### src/cts_pkg.sv
// Shared types, constants and character helpers for the token scanner.
`default_nettype none

package cts_pkg;

  localparam int POSITION_BITS = 32;
  localparam int KW_MAX_CHARS  = 6;
  localparam int KW_IDX_BITS   = (KW_MAX_CHARS > 1) ? $clog2(KW_MAX_CHARS) : 1;

  localparam int KIND_BITS  = 5;
  localparam int START_BITS = 32;
  localparam int LEN_BITS   = 16;
  localparam logic [LEN_BITS-1:0] LEN_MAX = '1;

  localparam int FIFO_DEPTH = 4;
  localparam int FIFO_AW    = $clog2(FIFO_DEPTH);
  localparam int FIFO_CW    = $clog2(FIFO_DEPTH + 1);

  localparam logic [KIND_BITS-1:0] K_ID      = 5'd0;
  localparam logic [KIND_BITS-1:0] K_INTEGER = 5'd10;
  localparam logic [KIND_BITS-1:0] K_DECIMAL = 5'd11;
  localparam logic [KIND_BITS-1:0] K_GT      = 5'd12;
  localparam logic [KIND_BITS-1:0] K_GE      = 5'd13;
  localparam logic [KIND_BITS-1:0] K_SHR     = 5'd14;
  localparam logic [KIND_BITS-1:0] K_LT      = 5'd15;
  localparam logic [KIND_BITS-1:0] K_SHL     = 5'd16;
  localparam logic [KIND_BITS-1:0] K_ASSIGN  = 5'd17;
  localparam logic [KIND_BITS-1:0] K_PLUS    = 5'd18;
  localparam logic [KIND_BITS-1:0] K_INC     = 5'd19;
  localparam logic [KIND_BITS-1:0] K_PLUSEQ  = 5'd20;
  localparam logic [KIND_BITS-1:0] K_DIV     = 5'd21;
  localparam logic [KIND_BITS-1:0] K_SEP     = 5'd22;
  localparam logic [KIND_BITS-1:0] K_ERROR   = 5'd23;

  localparam logic [7:0] CH_END = 8'h00;

  // Keywords in kind order, left-justified and padded with zero bytes.
  localparam int KW_COUNT    = 9;
  localparam int KW_TEXT_LEN = 6;
  localparam logic [KW_TEXT_LEN*8-1:0] KW_TEXT [KW_COUNT] = '{
    {"if", 32'h0}, {"int", 24'h0}, {"float", 8'h0}, "return", {"main", 16'h0},
    {"while", 8'h0}, {"cin", 24'h0}, {"cout", 16'h0}, {"end", 24'h0}
  };
  localparam int KW_LEN [KW_COUNT] = '{2, 3, 5, 6, 4, 5, 3, 4, 3};

  typedef logic [KW_MAX_CHARS-1:0][7:0] kw_chars_t;

  typedef struct packed {
    logic [KIND_BITS-1:0]  kind;
    logic [START_BITS-1:0] start;
    logic [LEN_BITS-1:0]   len;
    logic                  last;
  } cts_result_t;

  typedef struct packed {
    logic [1:0]  count;
    cts_result_t res0;
    cts_result_t res1;
  } cts_push_t;

  function automatic logic is_digit(input logic [7:0] c);
    return c inside {[8'h30:8'h39]};
  endfunction

  function automatic logic is_alpha(input logic [7:0] c);
    return (c inside {[8'h61:8'h7a]}) || (c inside {[8'h41:8'h5a]}) || (c == 8'h5f);
  endfunction

  function automatic logic is_space(input logic [7:0] c);
    return c inside {8'h20, 8'h09, 8'h0a};
  endfunction

  function automatic logic is_sep(input logic [7:0] c);
    return c inside {8'h28, 8'h29, 8'h7b, 8'h7d, 8'h2c, 8'h3b};
  endfunction

  // Parallel compare of the buffered identifier against every keyword.
  function automatic logic [KIND_BITS-1:0] ident_kind(input kw_chars_t chars,
                                                     input logic [LEN_BITS-1:0] len,
                                                     input logic too_long);
    logic [KIND_BITS-1:0] kind;
    logic                 hit;
    kind = K_ID;
    for (int i = 0; i < KW_COUNT; i++) begin
      hit = (len == LEN_BITS'(KW_LEN[i])) && !too_long;
      for (int j = 0; j < KW_TEXT_LEN; j++) begin
        if (j < KW_LEN[i] &&
            chars[j] != KW_TEXT[i][(KW_TEXT_LEN-1-j)*8 +: 8]) begin
          hit = 1'b0;
        end
      end
      if (hit) begin
        kind = KIND_BITS'(i + 1);
      end
    end
    return kind;
  endfunction

endpackage

`default_nettype wire

### src/c_subset_token_scanner_core.sv
// Top level of the token scanner: input register, scanner step and result queue.
//
//   channel  direction  handshake              payload
//   in_      input      in_valid / in_ready    in_ch
//   out_     output     out_valid / out_ready  out_token_kind, out_lexeme_start,
//                                               out_lexeme_length, out_run_end
//
// One character is accepted per cycle while the scan step is not waiting; it is held in
// the input register until its scan step, which writes its results into the result queue.
// A character gives zero, one or two results; the output side delivers one beat
// per cycle while out_ready is high, so the rate is one character per cycle while results keep up.
// The scan step waits whenever the result queue lacks room for two results.
// Reset is synchronous, active low, and needs no clearing pass.
`default_nettype none

module c_subset_token_scanner_core
  import cts_pkg::*;
(
  input  wire logic                  clk,
  input  wire logic                  rst_n,
  input  wire logic                  in_valid,
  output logic                       in_ready,
  input  wire logic [7:0]            in_ch,
  output logic                       out_valid,
  input  wire logic                  out_ready,
  output logic [KIND_BITS-1:0]       out_token_kind,
  output logic [START_BITS-1:0]      out_lexeme_start,
  output logic [LEN_BITS-1:0]        out_lexeme_length,
  output logic                       out_run_end
);

  logic        in_v_r;
  logic [7:0]  in_ch_r;
  logic        room, step;
  cts_push_t   push;
  cts_result_t head;

  assign step     = in_v_r && room;
  assign in_ready = !in_v_r || step;

  always_ff @(posedge clk) begin
    if (!rst_n) begin
      in_v_r <= 1'b0;
    end else if (in_ready) begin
      in_v_r <= in_valid;
    end
  end

  always_ff @(posedge clk) begin
    if (in_ready && in_valid) begin
      in_ch_r <= in_ch;
    end
  end

  cts_scan u_scan (
    .clk   (clk),
    .rst_n (rst_n),
    .step  (step),
    .ch    (in_ch_r),
    .push  (push)
  );

  cts_fifo u_fifo (
    .clk       (clk),
    .rst_n     (rst_n),
    .push_en   (step),
    .push      (push),
    .room      (room),
    .pop       (out_valid && out_ready),
    .out_valid (out_valid),
    .head      (head)
  );

  assign out_token_kind    = head.kind;
  assign out_lexeme_start  = head.start;
  assign out_lexeme_length = head.len;
  assign out_run_end       = head.last;

`ifndef NO_ASSERTIONS
  a_result_shows : assert property (@(posedge clk) disable iff (!rst_n)
    step && push.count != 2'd0 |=> out_valid)
    else $error("scanned results did not reach the output");

  a_char_held : assert property (@(posedge clk) disable iff (!rst_n)
    in_v_r && !step |=> in_v_r)
    else $error("waiting character dropped before its scan step");

  a_out_held : assert property (@(posedge clk) disable iff (!rst_n)
    out_valid && !out_ready |=> out_valid && $stable(out_token_kind) &&
    $stable(out_lexeme_start) && $stable(out_lexeme_length) && $stable(out_run_end))
    else $error("waiting result beat changed before it was taken");
`endif

endmodule

`default_nettype wire

### src/cts_scan.sv
// Scanner automaton: one character step, token state and up to two results.
`default_nettype none

module cts_scan
  import cts_pkg::*;
(
  input  wire logic       clk,
  input  wire logic       rst_n,
  input  wire logic       step,
  input  wire logic [7:0] ch,
  output cts_push_t       push
);

  typedef enum logic [3:0] {
    S_IDLE  = 4'd0,
    S_INT   = 4'd1,
    S_DOT   = 4'd2,
    S_DEC   = 4'd3,
    S_IDENT = 4'd4,
    S_GT    = 4'd5,
    S_LT    = 4'd8,
    S_PLUS  = 4'd11
  } scan_state_t;

  scan_state_t              state_r, state_nxt;
  logic [LEN_BITS-1:0]      len_r, len_nxt, len_inc;
  logic [POSITION_BITS-1:0] start_r, start_nxt;
  logic [POSITION_BITS-1:0] pos_r, pos_nxt;
  logic                     too_long_r, too_long_nxt;
  kw_chars_t                kw_chars_r;
  logic                     kw_wr;
  logic [KW_IDX_BITS-1:0]   kw_idx;

  logic                     close_first, do_idle, idle_emit;
  logic [KIND_BITS-1:0]     first_kind, idle_kind;
  logic [POSITION_BITS-1:0] first_start;
  logic [LEN_BITS-1:0]      first_len;
  cts_result_t              first_res, idle_res;

  always_comb begin
    len_inc      = (len_r == LEN_MAX) ? len_r : len_r + 1'b1;
    state_nxt    = state_r;
    len_nxt      = len_r;
    start_nxt    = start_r;
    too_long_nxt = too_long_r;
    kw_wr        = 1'b0;
    kw_idx       = len_r[KW_IDX_BITS-1:0];
    close_first  = 1'b0;
    first_kind   = K_ID;
    first_start  = start_r;
    first_len    = len_r;
    do_idle      = 1'b0;
    idle_emit    = 1'b0;
    idle_kind    = K_ERROR;

    case (state_r)
      S_INT: begin
        if (is_digit(ch)) begin
          len_nxt = len_inc;
        end else if (ch == 8'h2e) begin
          len_nxt   = len_inc;
          state_nxt = S_DOT;
        end else begin
          close_first = 1'b1;
          first_kind  = K_INTEGER;
          do_idle     = 1'b1;
        end
      end
      S_DOT: begin
        if (is_digit(ch)) begin
          len_nxt   = len_inc;
          state_nxt = S_DEC;
        end else begin
          // A dot with no digit after it: drop the number, report at this character.
          close_first = 1'b1;
          first_kind  = K_ERROR;
          first_start = pos_r;
          first_len   = '0;
          do_idle     = 1'b1;
        end
      end
      S_DEC: begin
        if (is_digit(ch)) begin
          len_nxt = len_inc;
        end else begin
          close_first = 1'b1;
          first_kind  = K_DECIMAL;
          do_idle     = 1'b1;
        end
      end
      S_IDENT: begin
        if (is_alpha(ch) || is_digit(ch)) begin
          if (!too_long_r && len_r < LEN_BITS'(KW_MAX_CHARS)) begin
            kw_wr = 1'b1;
          end else begin
            too_long_nxt = 1'b1;
          end
          len_nxt = len_inc;
        end else begin
          close_first = 1'b1;
          first_kind  = ident_kind(kw_chars_r, len_r, too_long_r);
          do_idle     = 1'b1;
        end
      end
      S_GT: begin
        close_first = 1'b1;
        if (ch == 8'h3d || ch == 8'h3e) begin
          first_kind = (ch == 8'h3d) ? K_GE : K_SHR;
          first_len  = len_inc;
          state_nxt  = S_IDLE;
        end else begin
          first_kind = K_GT;
          do_idle    = 1'b1;
        end
      end
      S_LT: begin
        close_first = 1'b1;
        if (ch == 8'h3c) begin
          first_kind = K_SHL;
          first_len  = len_inc;
          state_nxt  = S_IDLE;
        end else begin
          first_kind = K_LT;
          do_idle    = 1'b1;
        end
      end
      S_PLUS: begin
        close_first = 1'b1;
        if (ch == 8'h2b || ch == 8'h3d) begin
          first_kind = (ch == 8'h2b) ? K_INC : K_PLUSEQ;
          first_len  = len_inc;
          state_nxt  = S_IDLE;
        end else begin
          first_kind = K_PLUS;
          do_idle    = 1'b1;
        end
      end
      default: begin
        do_idle = 1'b1;
      end
    endcase

    // The character that ended a token, or any character in idle, starts over here.
    if (do_idle) begin
      state_nxt = S_IDLE;
      if (ch == CH_END || is_space(ch)) begin
        idle_emit = 1'b0;
      end else if (is_digit(ch) || is_alpha(ch) ||
                   ch == 8'h3e || ch == 8'h3c || ch == 8'h2b) begin
        start_nxt    = pos_r;
        len_nxt      = LEN_BITS'(1);
        too_long_nxt = 1'b0;
        if (is_digit(ch)) begin
          state_nxt = S_INT;
        end else if (is_alpha(ch)) begin
          state_nxt = S_IDENT;
          kw_wr     = 1'b1;
          kw_idx    = '0;
        end else if (ch == 8'h3e) begin
          state_nxt = S_GT;
        end else if (ch == 8'h3c) begin
          state_nxt = S_LT;
        end else begin
          state_nxt = S_PLUS;
        end
      end else begin
        idle_emit = 1'b1;
        if (ch == 8'h3d) begin
          idle_kind = K_ASSIGN;
        end else if (ch == 8'h2f) begin
          idle_kind = K_DIV;
        end else if (is_sep(ch)) begin
          idle_kind = K_SEP;
        end else begin
          idle_kind = K_ERROR;
        end
      end
    end

    pos_nxt = (ch == CH_END) ? '0 : pos_r + 1'b1;

    first_res = '{kind: first_kind, start: START_BITS'(first_start), len: first_len,
                  last: !idle_emit};
    idle_res  = '{kind: idle_kind, start: START_BITS'(pos_r), len: LEN_BITS'(1),
                  last: 1'b1};

    push = '0;
    if (close_first) begin
      push.res0  = first_res;
      push.res1  = idle_res;
      push.count = idle_emit ? 2'd2 : 2'd1;
    end else if (idle_emit) begin
      push.res0  = idle_res;
      push.res1  = idle_res;
      push.count = 2'd1;
    end
  end

  always_ff @(posedge clk) begin
    if (!rst_n) begin
      state_r    <= S_IDLE;
      len_r      <= '0;
      start_r    <= '0;
      pos_r      <= '0;
      too_long_r <= 1'b0;
    end else if (step) begin
      state_r    <= state_nxt;
      len_r      <= len_nxt;
      start_r    <= start_nxt;
      pos_r      <= pos_nxt;
      too_long_r <= too_long_nxt;
    end
  end

  always_ff @(posedge clk) begin
    if (step && kw_wr) begin
      kw_chars_r[kw_idx] <= ch;
    end
  end

`ifndef NO_ASSERTIONS
  a_pending_len : assert property (@(posedge clk) disable iff (!rst_n)
    state_r != S_IDLE |-> len_r != '0)
    else $error("pending token with zero length");

  a_dot_len : assert property (@(posedge clk) disable iff (!rst_n)
    state_r == S_DOT |-> len_r >= LEN_BITS'(2))
    else $error("number-then-dot state without a digit before it");

  a_kw_fits : assert property (@(posedge clk) disable iff (!rst_n)
    state_r == S_IDENT && !too_long_r |-> len_r <= LEN_BITS'(KW_MAX_CHARS))
    else $error("keyword buffer overrun while the identifier still fits");
`endif

endmodule

`default_nettype wire

### src/cts_fifo.sv
// Result queue: takes up to two results per cycle, delivers one beat per cycle while popped.
`default_nettype none

module cts_fifo
  import cts_pkg::*;
(
  input  wire logic  clk,
  input  wire logic  rst_n,
  input  wire logic  push_en,
  input  wire cts_push_t push,
  output logic       room,
  input  wire logic  pop,
  output logic       out_valid,
  output cts_result_t head
);

  cts_result_t          mem_r [FIFO_DEPTH];
  logic [FIFO_AW-1:0]   wr_ptr_r, wr_ptr_nxt, rd_ptr_r, rd_ptr_nxt;
  logic [FIFO_CW-1:0]   count_r, count_nxt;
  logic [FIFO_CW-1:0]   n_push;

  always_comb begin
    n_push     = push_en ? FIFO_CW'(push.count) : '0;
    count_nxt  = count_r + n_push - FIFO_CW'(pop);
    wr_ptr_nxt = wr_ptr_r + FIFO_AW'(n_push);
    rd_ptr_nxt = rd_ptr_r + FIFO_AW'(pop);
    room       = count_r <= FIFO_CW'(FIFO_DEPTH - 2);
    out_valid  = count_r != '0;
    head       = mem_r[rd_ptr_r];
  end

  always_ff @(posedge clk) begin
    if (!rst_n) begin
      wr_ptr_r <= '0;
      rd_ptr_r <= '0;
      count_r  <= '0;
    end else begin
      wr_ptr_r <= wr_ptr_nxt;
      rd_ptr_r <= rd_ptr_nxt;
      count_r  <= count_nxt;
    end
  end

  always_ff @(posedge clk) begin
    if (n_push != '0) begin
      mem_r[wr_ptr_r] <= push.res0;
    end
    if (n_push == FIFO_CW'(2)) begin
      mem_r[FIFO_AW'(wr_ptr_r + 1'b1)] <= push.res1;
    end
  end

`ifndef NO_ASSERTIONS
  a_count_bound : assert property (@(posedge clk) disable iff (!rst_n)
    count_r <= FIFO_CW'(FIFO_DEPTH))
    else $error("result queue count past its depth");

  a_push_room : assert property (@(posedge clk) disable iff (!rst_n)
    n_push != '0 |-> room)
    else $error("results pushed without room for two");

  a_pop_nonempty : assert property (@(posedge clk) disable iff (!rst_n)
    pop |-> count_r != '0)
    else $error("beat taken from an empty result queue");
`endif

endmodule

`default_nettype wire

### config.mk
export PLATFORM = sky130hd
export DESIGN_NAME = c_subset_token_scanner_core
export DESIGN_NICKNAME = d
export VERILOG_FILES = /design/src/cts_pkg.sv /design/src/c_subset_token_scanner_core.sv /design/src/cts_scan.sv /design/src/cts_fifo.sv
export SDC_FILE = /design/constraint.sdc
export NUM_CORES = 1
export LEC_CHECK = 0
export BUFFER_PORTS_ARGS = -buffer_cell sky130_fd_sc_hd__clkbuf_2
export CAP_MARGIN = 15
export CORE_MARGIN = 4
export CORE_UTILIZATION = 60
export CTS_CLUSTER_SIZE = 25
export DETAILED_ROUTE_END_ITERATION = 7
export GPL_ROUTABILITY_DRIVEN = 0
export HOLD_SLACK_MARGIN = 0.15
export PLACE_DENSITY = 0.78
export SLEW_MARGIN = 0
export SYNTH_ARGS = -nofsm -noshare
export SYNTH_HDL_FRONTEND = slang
export SYNTH_SLANG_ARGS = --single-unit
### constraint.sdc
create_clock -name clk -period 5.7 [get_ports clk]
set_input_delay 0.57 -clock clk [delete_from_list [all_inputs] [get_ports clk]]
set_output_delay 0.57 -clock clk [all_outputs]
set_load 0.1 [all_outputs]
* Yosys cells after proc, flatten, opt, wreduce, memory -nomap -nowiden
Memories as Yosys holds them, arrays and structs flattened. A register that Yosys moved wholly into a read port is not among the register bits. Index checks and enable logic that the tools add are counted.
Storage, ports and cells: bits in registers 149, latch bits 0, memory bits (writable) 216, bits in read-only memories 0, input bits 12, output and inout bits 56, word-level logic and storage cells 291, memories 1
Memory list:
- u_fifo.mem_r | depth 4, width 54, read ports 1, clocked after Yosys merged registers in 1, wr ports 2, line cts_fifo.sv:17 | cts_result_t mem_r [FIFO_DEPTH];
Cells by class: $add $sub $neg 7, multiply operators 0, div/mod/pow operators 0, magnitude comparators 10, equality and inequality tests 66, shift-type cells 0, multiplexer cells 153, bitwise logic cells 1, reductions and logical operators 37
Operators by type and width (number):
- inequality test 8 x 7 -> 1 bit (second input constant) | 30
- 2-to-1 mux 16 bit | 12
- 2-to-1 mux 110 bit | 1
- 2-to-1 mux 109 bit | 1
- 2-to-1 mux 32 bit | 3
- equality test 8 x 6 -> 1 bit (second input constant) | 11
- 2-to-1 mux 1 bit | 83
- 2-to-1 mux 4 bit | 16
- case mux 16 bit (4 select lines) | 1
- 2-to-1 mux 5 bit | 11
- bitwise mux 48 bit | 1
- equality test 16 x 3 -> 1 bit (second input constant) | 3
- case mux 16 bit (3 select lines) | 1
- case mux 5 bit (7 select lines) | 1
- adder 32 x 1 -> 32 bit (second input constant) | 1
- equality test 16 x 2 -> 1 bit (second input constant) | 2
- 2-to-1 mux 3 bit | 10
- demux 8 bit (select 3 bit) | 1
- equality test 8 x 7 -> 1 bit (second input constant) | 3
- case mux 4 bit (5 select lines) | 1
- adder 16 x 1 -> 16 bit (second input constant) | 1
- equality test 16 bit (second input constant) | 1
- equality test 8 x 4 -> 1 bit (second input constant) | 2
- greater-or-equal comparator 8 x 7 -> 1 bit (second input constant) | 2
- other kinds (34) | 75

* Longest topological paths before layout
Gate-level depths: netlist of the first run.
depth after elaboration 23, mapped depth 17

* Cells and area by module
From an unflattened synthesis of the first run, not the netlist that was laid out.
Second synthesis, totals: cell total of the unflattened synthesis 1529, area total of the unflattened synthesis 19197.2 um^2
Modules (own cells, without submodules):
- cts_fifo | times used 1, cells each 575, area each 11063.1 um^2
- cts_scan | times used 1, cells each 939, area each 7822.5 um^2
- c_subset_token_scanner_core | times used 1, cells each 15, area each 311.5 um^2

* Worst setup path after synthesis of the first run
OpenSTA, ideal clock, no wires.
path kind reg-to-reg, from register in_ch_r[3], to memory u_fifo.mem_r[2][0] in the netlist's numbering (enable), library setup time 0.430 ns, data arrival time 3.822 ns, slack 1.448 ns, stages on the path, launching flop included 13, path buffers 2, cell sequence edfxtp_1 and2_1 buf_6 a311o_1 o211ai_2 nand3_2 o211a_4 ha_1 o21ai_1 nor2_1 a21oi_1 clkbuf_1 inv_1
RTL lines:
- from (decl) | line c_subset_token_scanner_core.sv:33 | logic [7:0] in_ch_r;
- from (signal assigned) | line c_subset_token_scanner_core.sv:51 | in_ch_r <= in_ch;
- to (decl) | line cts_fifo.sv:17

==> results of run 1 <==
[worst max-delay path, stage by stage (launching register included)]
cell                       delay, ps
sky130_fd_sc_hd__edfxtp_1        610
sky130_fd_sc_hd__and4bb_1        530
sky130_fd_sc_hd__and2_1          370
sky130_fd_sc_hd__a211o_1         210
sky130_fd_sc_hd__nand3_2         360
sky130_fd_sc_hd__ha_1            510
sky130_fd_sc_hd__o21ai_1         390
sky130_fd_sc_hd__nand2b_1        440
sky130_fd_sc_hd__o21ai_0         190
sky130_fd_sc_hd__a22oi_2         210
sky130_fd_sc_hd__o21ai_2          80
sky130_fd_sc_hd__buf_4           300
sky130_fd_sc_hd__a22o_1          300
[cell usage in the layout, fill, tap and decap left out, drive strengths merged, types with 10 or more instances in the layout]
cell type | Yosys | layout
a21oi | 42 | 42
a22o | 140 | 140
a31oi | 12 | 12
and2 | 13 | 13
and3 | 11 | 11
buf | 49 | 22
clkbuf | 69 | 124
dfxtp | 157 | 157
edfxtp | 208 | 208
ha | 12 | 12
inv | 29 | 30
mux2i | 34 | 34
mux4 | 54 | 54
nand2 | 116 | 116
nand2b | 15 | 15
nand3 | 39 | 39
nand4 | 23 | 23
nor2 | 128 | 128
nor2b | 14 | 14
nor3 | 30 | 30
nor4 | 14 | 14
o21ai | 110 | 110
o22ai | 30 | 30
xnor2 | 10 | 10
xor2 | 23 | 23
[flip-flops by register name (all words and copies together), names as in the netlist]
| signal | cells |
|---|---|
| u_fifo.wr_ptr_r | 2 |
| u_scan.pos_r | 32 |
| u_scan.kw_chars_r | 48 |
| u_scan.len_r | 16 |
| u_fifo.mem_r | 216 |
| u_fifo.count_r | 3 |
| in_v_r | 1 |
| u_scan.too_long_r | 1 |
| u_fifo.rd_ptr_r | 2 |
| u_scan.start_r | 32 |
| in_ch_r | 8 |
| u_scan.state_r | 4 |
[layer usage]
metal / track usage, % / vias up / part of all wire [%]
li1: - / 5647 / -
met1: 36.8 / 6086 / 42
met2: 40.3 / 603 / 46
met3: 4.53 / 85 / 9.2
met4: 9.61 / 0 / 2.7
met5: 0 / - / 0
[power by group]
group | switching [µW] | internal [µW]
Clock | 984 | 1510
Combinational | 1510 | 454
Sequential | 139 | 2900
[layout make-up]
type | count | share of cell area [%]
clock buffers | 57 | 5.84
clock inverters | 12 | 0.882
inverters | 30 | 0.601
multi-input cells | 966 | 37.3
flip-flops and latches | 365 | 50.2
well taps | 378 | 2.53
repair buffers | 89 | 2.67
[worst max-delay path by stage]
stage | startpoint | end
6_report | in_ch_r[7] | u_fifo.mem_r[1][26]
5_1_grt | in_ch_r[7] | u_fifo.mem_r[0][42]
4_1_cts | in_ch_r[7] | u_fifo.mem_r[1][47]
3_5_place_dp | in_ch_r[7] | u_fifo.mem_r[1][47]
3_3_place_gp | in_ch_r[4] | u_fifo.mem_r[0][29]
2_1_floorplan | in_ch_r[3] | u_fifo.mem_r[2][0]
[stage by stage]
stage / area, µm² / power [µW] / instances / setup slack, ps / utilization [%]
3_5_place_dp: 17500 / 5060 / 1828 / 1090 / 62.5
2_1_floorplan: 17100 / 4720 / 1479 / 1450 / -
4_1_cts: 18700 / 7530 / 1897 / 1050 / 67.0
3_3_place_gp: 17500 / 5050 / 1828 / 1320 / 62.5
5_1_grt: 18700 / 7750 / 1897 / 698 / 67.0
6_report: 18700 / 7500 / 1897 / 965 / 67.0
[kinds of logic after synthesis]
kind of cell	after synthesis	synth area share [%]
simple gates	453	13.2
flops	365	55.0
buf+inv	148	4.15
compound gates	378	15.8
xor+xnor	33	1.69
fa+ha+maj	13	0.997
mux	89	9.18
==> impl.org, run 1 <==
** Clock tree
- Clock tree synthesis inserted a total of 38 buffers.
- Bufs on Longest Clock Path :: 3
- Once the clock tree was built, the resizer swapped 0 gates to a different size.
- After clock tree synthesis, the clock-pin slew on the worst setup and hold paths is 60 ps.
- Cts-stage hold buffer count :: 0
- Post-CTS repair timing setup buffer count :: 0
- TritonCTS built the clock tree.
- Level count of the clock H-tree :: 2
- The tree is rooted in a sky130_fd_sc_hd__clkbuf_16.
- Number of clock sinks seen by CTS :: 365
- Worst-skew pair later-pin latency :: 520 ps

** Route
- Mean routed wirelength per cell :: 21.4 µm
- Detailed routing inserted a total of 12.4k vias.
- The final layout contains routed wiring with a total length of 40600 µm.
- For this run, the detailed router's first-pass iteration total came to 7.
- After the first detailed-routing iteration, the DRC count stood at 1335.
- Once detail routing completed, the nets flagged for antenna violations numbered 0.
- Using the TritonRoute via totals, the vias-per-cell ratio works out to roughly 6.5.
- For this run, design rule violations remaining after detail routing come to 0.

** Critical path
- Crit path max fanout :: 32
- Register-to-register setup slack :: 960 ps
- Startpoint types :: register
- For the worst setup path, the data required time is 5970 ps.
- The worst register-to-register path begins at in_ch_r[7].
- Counting cells, the worst reg-to-reg path comes to 12.
- Critical path endpoint category :: register
- Critical path class :: register to register
- Endpoint of the lowest-slack register-to-register path :: u_fifo.mem_r[1][26]
- STA puts the critical path data arrival time at 5010 ps.

** Synth
- Post-Synthesis Cells :: 1479
- The synthesized design contains 208 enable-type register cells.
- In the synthesized netlist the dominant register cell turns out to be sky130_fd_sc_hd__edfxtp_1.
- Most frequent cells after synthesis :: 208 x sky130_fd_sc_hd__edfxtp_1, 157 x sky130_fd_sc_hd__dfxtp_1, 140 x sky130_fd_sc_hd__a22o_1
- For this run, asynchronously set or reset flops after synthesis account for 0%.
- Netlist area before placement :: 0.0171 mm²
- In this run, distinct cell masters in the synthesized netlist total about 80.
- sky130_fd_sc_hd__edfxtp_1 takes more of the synthesized area than any other cell.
- Post-synth top area share :: 36.6%
- The Yosys step of the flow raised 0 warnings.
- By area the synthesized netlist is led by sky130_fd_sc_hd__edfxtp_1 37%, sky130_fd_sc_hd__dfxtp_1 18%, sky130_fd_sc_hd__a22o_1 7.2%.
- Top-count cell post-synth :: sky130_fd_sc_hd__edfxtp_1
- Averaged over all synthesized cells, the footprint is 11.5 µm².
- Synthesis inferred between 300 and 400 register bits.
- When the netlist entered floorplanning its net count stood at 1504.
- Sequential fraction of the synthesis area :: a little over half

** Die
- Number of top-level design ports :: 68
- The die is 177 µm tall.
- Placement Rows :: between 60 and 70
- Die X :: 177 µm
- Effective utilization at floorplan :: 61.1%
- Die outline area :: between 0.03 and 0.04 mm²
- The floorplan step defined a core boundary enclosing between 0.02 and 0.03 mm².

** Timing
- For the final routed database, the setup TNS stands at 0 ps.
- Setup repair after global routing left no endpoint under its margin.
- Max transition margin :: 19.2%
- The final critical path takes up 83.1% of the cycle.
- After layout, the minimum clock period comes to around 4700 ps.
- The number of slew-limit violations in the final report came to 0.
- Tightest hold margin :: 233 ps
- Skew final :: 19.2 ps
- Setup violations remaining at the end of the flow were counted as 0.
- For this run, the top clock speed supported by timing is 211 MHz.
- Pin slew with the least headroom to its limit :: roughly 1200 ps
- The count of endpoints failing hold in the final timing report came to 0.

** Placement
- Number of port buffers :: between 60 and 70
- Detailed Place HPWL :: 24500 µm

** Outcome
- The run finished with clean final reports.

** Cells and area
- After the last flow step, the layout net total stands at approximately 1.5k.
- The post-route netlist has about 16% of its cells at a drive strength greater than 1.
- Number of filler cells placed in the layout :: 2040
- Seq. cell area :: 0.00939 mm²
- Layout-stage area growth over the synthesis result :: 9.65%
- The number of antenna diodes in the final layout is 0.
- The multi-input combinational cells in the finished layout cover a total of 0.00698 mm².

** Global route
- Via count of the first global-routing pass :: 12.0k
- The initial antenna violation count is 0.
- Global-route wire length before repair :: 64400 µm
- Total congestion overflow after global routing :: 0
- Pin count of the biggest net entering global routing :: 51
- Global routing consumed, over all layers together, 25.8% of the routing resources.

** Worst hold path
- Along the worst hold path, the cell count comes to 1.
- The startpoint identified for the worst hold timing path is in_ch[6].
- Worst hold-check path type :: primary input to register
- Worst Hold Endpoint :: in_ch_r[6]

** Power
- The analysis attributes to cell leakage a power of 0.00610 µW.
- Pwr per Cell Area :: 401 mW/mm²
- Peak ir drop on the vdd network :: around 0.38 mV

** Run
- Max-cap violations in this run came to 0.
Power figures use the tool's default switching activity.
==> run 2: changes to the inputs <==
- clock period: 5.7 -> 4.5 ns (I/O delays scaled with it)
==> impl.org, run 2 (same netlist as run 1, synthesis figures left out) <==
** Die
- The number of placement rows came to 61 (unchanged).
- The die outline height came to 177 µm (unchanged).
- The initial core utilization came to 61.1% (unchanged).
- Number of top-level design ports :: 68 (unchanged)
- Die outline area :: 0.0312 mm² (unchanged)
- Die X :: 177 µm (unchanged)
- The standard cell core area was 0.0279 mm² (unchanged).

** Critical path
- Critical path required time :: 4760 ps (-1210 ps)
- The worst setup path is launched from a register.
- The reg2reg setup slack came to 230 ps (-730 ps).
- Most repeated library cell on the critical path :: sky130_fd_sc_hd__buf_4
- Cell with the largest stage delay on the worst path :: sky130_fd_sc_hd__edfxtp_1
- Critical path class :: register to register
- On the critical path the largest part of the delay comes from simple AND/OR/NAND/NOR gates.
- Delay of the slowest cell on the worst path :: 600 ps (about the same)
- The signal on the critical path passes through buf_4 -> nor2b_1 -> and4_1 -> a211o_1 -> nand3_2 -> o211a_4 -> ha_1 -> nand3_1 -> nor2_1 -> nand2_1 -> o21ai_0 -> a21oi_2 -> o21ai_2 -> buf_4 -> a22o_1.
- Buffers plus inverters on the worst setup path :: 2 (+1)
- Crit path max fanout :: 32 (unchanged)
- WP data arrival :: 4530 ps (-480 ps)
- Critical path endpoint category :: register

** Global route
- Pin count of the biggest net entering global routing :: 51 (unchanged)
- Met3 track demand over resource :: 5.00% (+0.47 points)
- The overflow left after global routing is 0 (unchanged).
- The met1 capacity usage during global routing was 36.0% (-0.80 points).
- The initial antenna violation count is 0 (unchanged).
- After global routing, the most crowded layer is met2.
- Overall global routing resource usage :: 26.4% (+0.56 points)
- The wire length of the first global-routing pass is 65900 µm (+2.3%).
- Via count of the first global-routing pass :: 12.1k (+1.3%)
- The met2 demand-to-capacity share in global routing is 43.5% (+3.2 points).

** Clock tree
- Number of clock sinks seen by CTS :: 365 (unchanged)
- The setup fix buffers added after clock tree synthesis is 0 (unchanged).
- Clock tree from TritonCTS :: built
- Clk slew on worst S/H paths :: 60 ps (about the same)
- The H-tree depth came to 2 (unchanged).
- The number of buffers added by the clock tree synthesis step came to 38 (unchanged).
- Clock tree root buffer cell :: sky130_fd_sc_hd__clkbuf_16
- The maximum number of buffers from clock root to sink came to 3 (unchanged).
- Worst-skew pair later-pin latency :: 510 ps (about the same)

** Timing
- The worst setup skew after layout was 11.1 ps (-8.10 ps).
- The number of slew-limit violations in the final report came to 0 (unchanged).
- The fraction of the cycle the final worst path needs came to 94.9% (+12 points).
- The worst max-slew margin expressed relative to the limit was 21.6% (+2.4 points).
- The worst hold slack was 198 ps (-35.4 ps).
- The transition time of the tightest slew-check pin came to 1170 ps (-38.7 ps).
- The achievable clock frequency was 234 MHz (+11%).
- The setup slack of the critical path after layout came to 230 ps (-735 ps).
- Summed negative setup slack over all endpoints :: 0 ps (unchanged)
- The setup-violating endpoint count in the final report came to 0 (unchanged).
- Shortest period the worst path allows :: 4270 ps (-465 ps)
- RSZ-0062 raised after global routing :: false
- Count of final hold-check violations :: 0 (unchanged)

** Cells and area
- Final standard cell utilization of the core :: 67.7% (+0.69 points)
- The library cell used most frequently in the layout, excluding fill and tap cells, is sky130_fd_sc_hd__edfxtp_1.
- The area growth from synthesis to layout is 10.8%.
- The number of non-filler instances in the completed layout came to 1928 (+1.6%).
- Max FFs per register :: 216 (unchanged)
- Top flop regs :: u_fifo.mem_r x216, u_scan.kw_chars_r x48
- The number of inserted diodes is 0 (unchanged).
- Reg with most FFs :: u_fifo.mem_r
- The fraction of layout instances using a drive strength above 1 was 16.7% (+1.0 points).
- The library cells used most frequently in the layout, excluding fill and tap cells, are 208 x sky130_fd_sc_hd__edfxtp_1, 155 x sky130_fd_sc_hd__dfxtp_1, 140 x sky130_fd_sc_hd__a22o_1.
- Total Nets Final :: 1546 (+2.0%)

** Placement
- Post-placement cell count :: 1851 (+1.3%)
- Pre-CTS setup slack :: 250 ps (-844 ps)
- Number of port buffers :: 67 (unchanged)
- Detailed Place HPWL :: 25400 µm (+4.0%)

** Route
- The routed length per instance was 21.6 µm (+0.71%).
- Residual DRC :: 0 (unchanged)
- Total vias in the final route :: 12.6k (+1.2%)
- The via density per instance is 6.52 (-0.47%).
- Detailed Route WL :: 41600 µm (+2.4%)
- The detailed router's first-iteration violation count is 1441 (+7.9%).
- Number of detailed-route iterations in the first pass :: 6 (-1)
- The number of nets with antenna violations after routing was 0 (unchanged).

** Power
- The cell leakage power came to 0.00620 µW (+1.6%).
- Peak ir drop on the vdd network :: 0.308 mV (-18%)
- Pwr per Cell Area :: 494 mW/mm² (+23%)

** Outcome
- Result of the run :: complete, no violations

** Run
- Max-capacitance violation count :: 0 (unchanged)

** Worst hold path
- The path class of the tightest hold or removal check is primary input to register.
==> run 2: layout make-up <==
class | instances | area (µm²)
Tap cell | 378 | 473
Timing Repair Buffer | 120 | 791
Clock inverter | 13 | 68.8
Multi-Input combinational cell | 966 | 6990
Clock buffer | 56 | 1080
Inverter | 30 | 113
Fill cell | 2044 | 9020
Sequential cell | 365 | 9390
==> run 2: worst paths after layout <==
check	start	endpoint	cells past startpoint
max	in_ch_r[0]	u_fifo.mem_r[2][38]	15
min	in_valid	in_v_r	3
max reg2reg	in_ch_r[0]	u_fifo.mem_r[2][38]	15
min reg2reg	u_fifo.mem_r[2][5]	u_fifo.mem_r[2][5]	2
==> run 2: what timing repair did <==
item                                    in CTS  in global routing
hold buffers                                 8                  0
hold endpoints to repair                     8                  0
gates resized for setup                      0                  2
endpoints found under the setup margin       0                128
==> run 2: power by group <==
part / switching (µW) / internal, µW / total, µW
Combinational: 1940 / 618 / 2560
Clock: 1250 / 1670 / 2920
Sequential: 187 / 3680 / 3860
==> run 2: worst min-delay path: stages <==
cell and delay [ps]:
sky130_fd_sc_hd__clkbuf_2 90, sky130_fd_sc_hd__inv_1 50, sky130_fd_sc_hd__a21oi_1 60
==> run 2: through the flow <==
step	total power, µW	area [µm²]
after floorplan	5970	17100
after global placement	6440	17700
after detailed placement	6480	17700
after CTS	9370	18900
after global routing	9650	18900
final	9340	18900
==> run 2: per-layer routing <==
layer	up-vias	routed length (µm)
met5	-	0
li1	5730	-
met3	99	3400
met2	601	20100
met1	6135	17100
met4	0	1010
==> run 3: changes to the inputs <==
- CORE_UTILIZATION: 60 -> 35
- PLACE_DENSITY: 0.78 -> not set
==> impl.org, run 3 (same netlist as run 1, synthesis figures left out) <==
** Power
- Static Leakage :: 0.00628 µW (+1.3%)
- The share of power burned in combinational logic was 26.9% (-0.5 points).
- The switching power came to 3530 µW (+4.5%).
- The power per unit of standard cell area is 500 mW/mm² (+1.2%).
- Fraction of power spent switching nets :: 36.4% (+0.22 points)
- Peak ir drop on the vdd network :: 0.304 mV (-1.4%)
- The total internal power came to 6180 µW (+3.5%).
- Clock share of power :: 33.5% (+2.3 points)
- Share of total power in sequential cells :: 39.6% (-1.8 points)

** Critical path
- Most repeated library cell on the critical path :: sky130_fd_sc_hd__nor2_1
- The buffers plus inverters on the worst setup path is 1 (-1).
- The critical path in this run is classified as register to register.
- Crit path max fanout :: 32 (unchanged)
- The worst setup path is launched from a register.
- STA classifies the critical path endpoint as a register.
- Cell with the largest stage delay on the worst path :: sky130_fd_sc_hd__edfxtp_1
- The cell family contributing the most delay on the critical path is simple AND/OR/NAND/NOR gates.
- WP data arrival :: 4740 ps (+210 ps)
- The critical path data required time was 4930 ps (+170 ps).
- The critical path's largest stage delay was 570 ps (-30 ps).
- The critical path goes through or4_1 -> a21oi_1 -> nor2_2 -> nor2_1 -> o211a_4 -> ha_1 -> nand3_1 -> nor2_1 -> nand2_1 -> o21ai_0 -> a22oi_2 -> o21ai_2 -> buf_4 -> a22o_1.

** Worst hold path
- The tightest min-delay check is of the primary input to register type.

** Timing
- Shortest period the worst path allows :: 4310 ps (+38.5 ps)
- The fraction of the cycle the final worst path needs was 95.7% (+0.86 points).
- The worst setup skew after layout came to 13.4 ps (+2.25 ps).
- Tightest hold margin :: 182 ps (-16.2 ps)
- The transition time of the tightest slew-check pin was 916 ps (-257 ps).
- Count of final setup violators :: 0 (unchanged)
- The worst max-slew margin expressed relative to the limit is 38.9% (+17 points).
- The count of endpoints failing hold in the final timing report is 0 (unchanged).
- Final Worst Setup Slack :: 192 ps (-38.5 ps)
- Maximum operating frequency :: 232 MHz (-0.89%)
- The number of slew-limit violations in the final report was 0 (unchanged).

** Die
- The initial core utilization came to 35.6% (-26 points).
- Std-Cell Core Area :: 0.0479 mm² (+72%)
- The die outline height was 229 µm (+30%).
- Number of top-level design ports :: 68 (unchanged)
- The die width was 229 µm (+30%).
- The number of placement rows came to 80 (+31%).
- The die area is 0.0524 mm² (+68%).

** Clock tree
- Clock tree from TritonCTS :: built
- Clock tree root buffer cell :: sky130_fd_sc_hd__clkbuf_16
- The count of clock tree sinks was 365 (unchanged).
- Worst-skew pair later-pin latency :: 560 ps (+50 ps)
- Level count of the clock H-tree :: 2 (unchanged)
- Total CTS buffers :: 41 (+7.9%)
- Clk slew on worst S/H paths :: 60 ps (about the same)
- The maximum number of buffers from clock root to sink came to 3 (unchanged).

** Run
- Max-capacitance violation count :: 0 (unchanged)

** Global route
- Total congestion overflow after global routing :: 0 (unchanged)
- Overall global routing resource usage :: 16.6% (-9.8 points)
- The via count of the first global-routing pass is 12.1k (-0.091%).
- The wire length of the first global-routing pass is 69800 µm (+5.9%).
- Antenna violations before repair :: 0 (unchanged)
- Pin count of the biggest net entering global routing :: 51 (unchanged)

** Placement
- Number of port buffers :: 67 (unchanged)
- Detailed Place HPWL :: 27900 µm (+9.7%)
- The area of placed instances was 0.0180 mm² (+1.8%).
- The setup slack at placement is 234 ps (-16.5 ps).

** Cells and area
- The largest registers in the layout are u_fifo.mem_r x216, u_scan.kw_chars_r x48.
- u_fifo.mem_r holds more flip-flops than any other register.
- The flip-flop count of the largest register, all copies and words added is 216 (unchanged).
- Final antenna diode count :: 0 (unchanged)
- The finished layout cell area is 0.0194 mm² (+2.7%).
- Layout-stage area growth over the synthesis result :: 13.7%
- Most common cell after layout, fill and taps aside :: sky130_fd_sc_hd__edfxtp_1
- Commonest non-fill, non-tap cells in the layout :: 208 x sky130_fd_sc_hd__edfxtp_1, 155 x sky130_fd_sc_hd__dfxtp_1, 140 x sky130_fd_sc_hd__a22o_1
- The total number of nets in the final design came to 1555 (+0.58%).
- The fraction of layout instances using a drive strength above 1 came to 17.4% (+0.69 points).

** Route
- Routed via count divided by cell count :: 5.69 (-13%)
- Initial DRC Count :: 1083 (-25%)
- The total via count after detailed routing came to 12.4k (-1.4%).
- Residual DRC :: 0 (unchanged)
- The number of nets with antenna violations after routing is 0 (unchanged).
- Detailed Route WL :: 45000 µm (+8.2%)
- The routed length per instance is 20.7 µm (-4.2%).
- Number of detailed-route iterations in the first pass :: 5 (-1)

** Outcome
- The run finished with clean final reports.
## run 3: changes by cell type in the layout (fill, tap and decap cells not counted), sizes merged
cell | before | now
clkbuf | 123 | 124
bufinv | 0 | 1
buf | 45 | 51
inv | 30 | 28
clkinv | 12 | 19
## run 3: worst register-to-register path: stages (launching register included)
cell                       delay (ps)
sky130_fd_sc_hd__edfxtp_1         570
sky130_fd_sc_hd__or4_1            570
sky130_fd_sc_hd__a21oi_1          350
sky130_fd_sc_hd__nor2_2           170
sky130_fd_sc_hd__nor2_1           160
sky130_fd_sc_hd__o211a_4          230
sky130_fd_sc_hd__ha_1             230
sky130_fd_sc_hd__nand3_1          260
sky130_fd_sc_hd__nor2_1           330
sky130_fd_sc_hd__nand2_1          230
sky130_fd_sc_hd__o21ai_0          160
sky130_fd_sc_hd__a22oi_2          110
sky130_fd_sc_hd__o21ai_2           80
sky130_fd_sc_hd__buf_4            450
sky130_fd_sc_hd__a22o_1           270
## run 3: repair_timing
action	in CTS	in global routing
hold buffers	8	0
endpoints found under the setup margin	0	81
resized for setup	0	3
buffers inserted	0	3
endpoints found under the hold margin	8	0
## run 3: final timing paths
path / slack [ps] / cells after the start / start / to
hold reg to reg: 450 / 2 / u_fifo.mem_r[3][3] / u_fifo.mem_r[3][3]
hold / removal: 180 / 3 / in_valid / in_v_r
setup / recovery: 190 / 14 / in_ch_r[0] / u_fifo.mem_r[1][42]
setup reg to reg: 190 / 14 / in_ch_r[0] / u_fifo.mem_r[1][42]
## run 3: layer usage
metal / GRT usage, % / part of all wire [%] / vias up
li1: - / - / 5735
met1: 22.7 / 44 / 6207
met2: 27.4 / 48 / 379
met3: 2.83 / 6.0 / 62
met4: 4.64 / 2.0 / 0
met5: 0 / 0 / -
## run 3: layout make-up
type | count | area [µm²]
fill | 4491 | 28500
sequential | 365 | 9390
multi-input combinational | 966 | 6990
clock buffer | 57 | 1160
timing repair buffer | 126 | 843
tap | 615 | 769
clock inverter | 19 | 151
inverter | 30 | 113
## run 3: power groups by stage
stage	Clock [µW]	Sequential, µW	Combinational, µW
2_1_floorplan	0	3790	2180
3_3_place_gp	0	3910	2590
3_5_place_dp	0	3920	2600
4_1_cts	3330	3850	2610
5_1_grt	3460	3870	2720
6_report	3250	3840	2610
## run 3: stage by stage
step / instances / utilization (%) / TNS (ps) / power, µW
final: 2178 / 40.5 / 0 / 9700
after global routing: 2178 / 40.5 / -30.9 / 10100
after CTS: 2175 / 40.4 / 0 / 9790
after detailed placement: 2091 / 37.5 / 0 / 6530
after global placement: 2091 / 37.5 / 0 / 6510
after floorplan: 1479 / - / 0 / 5970
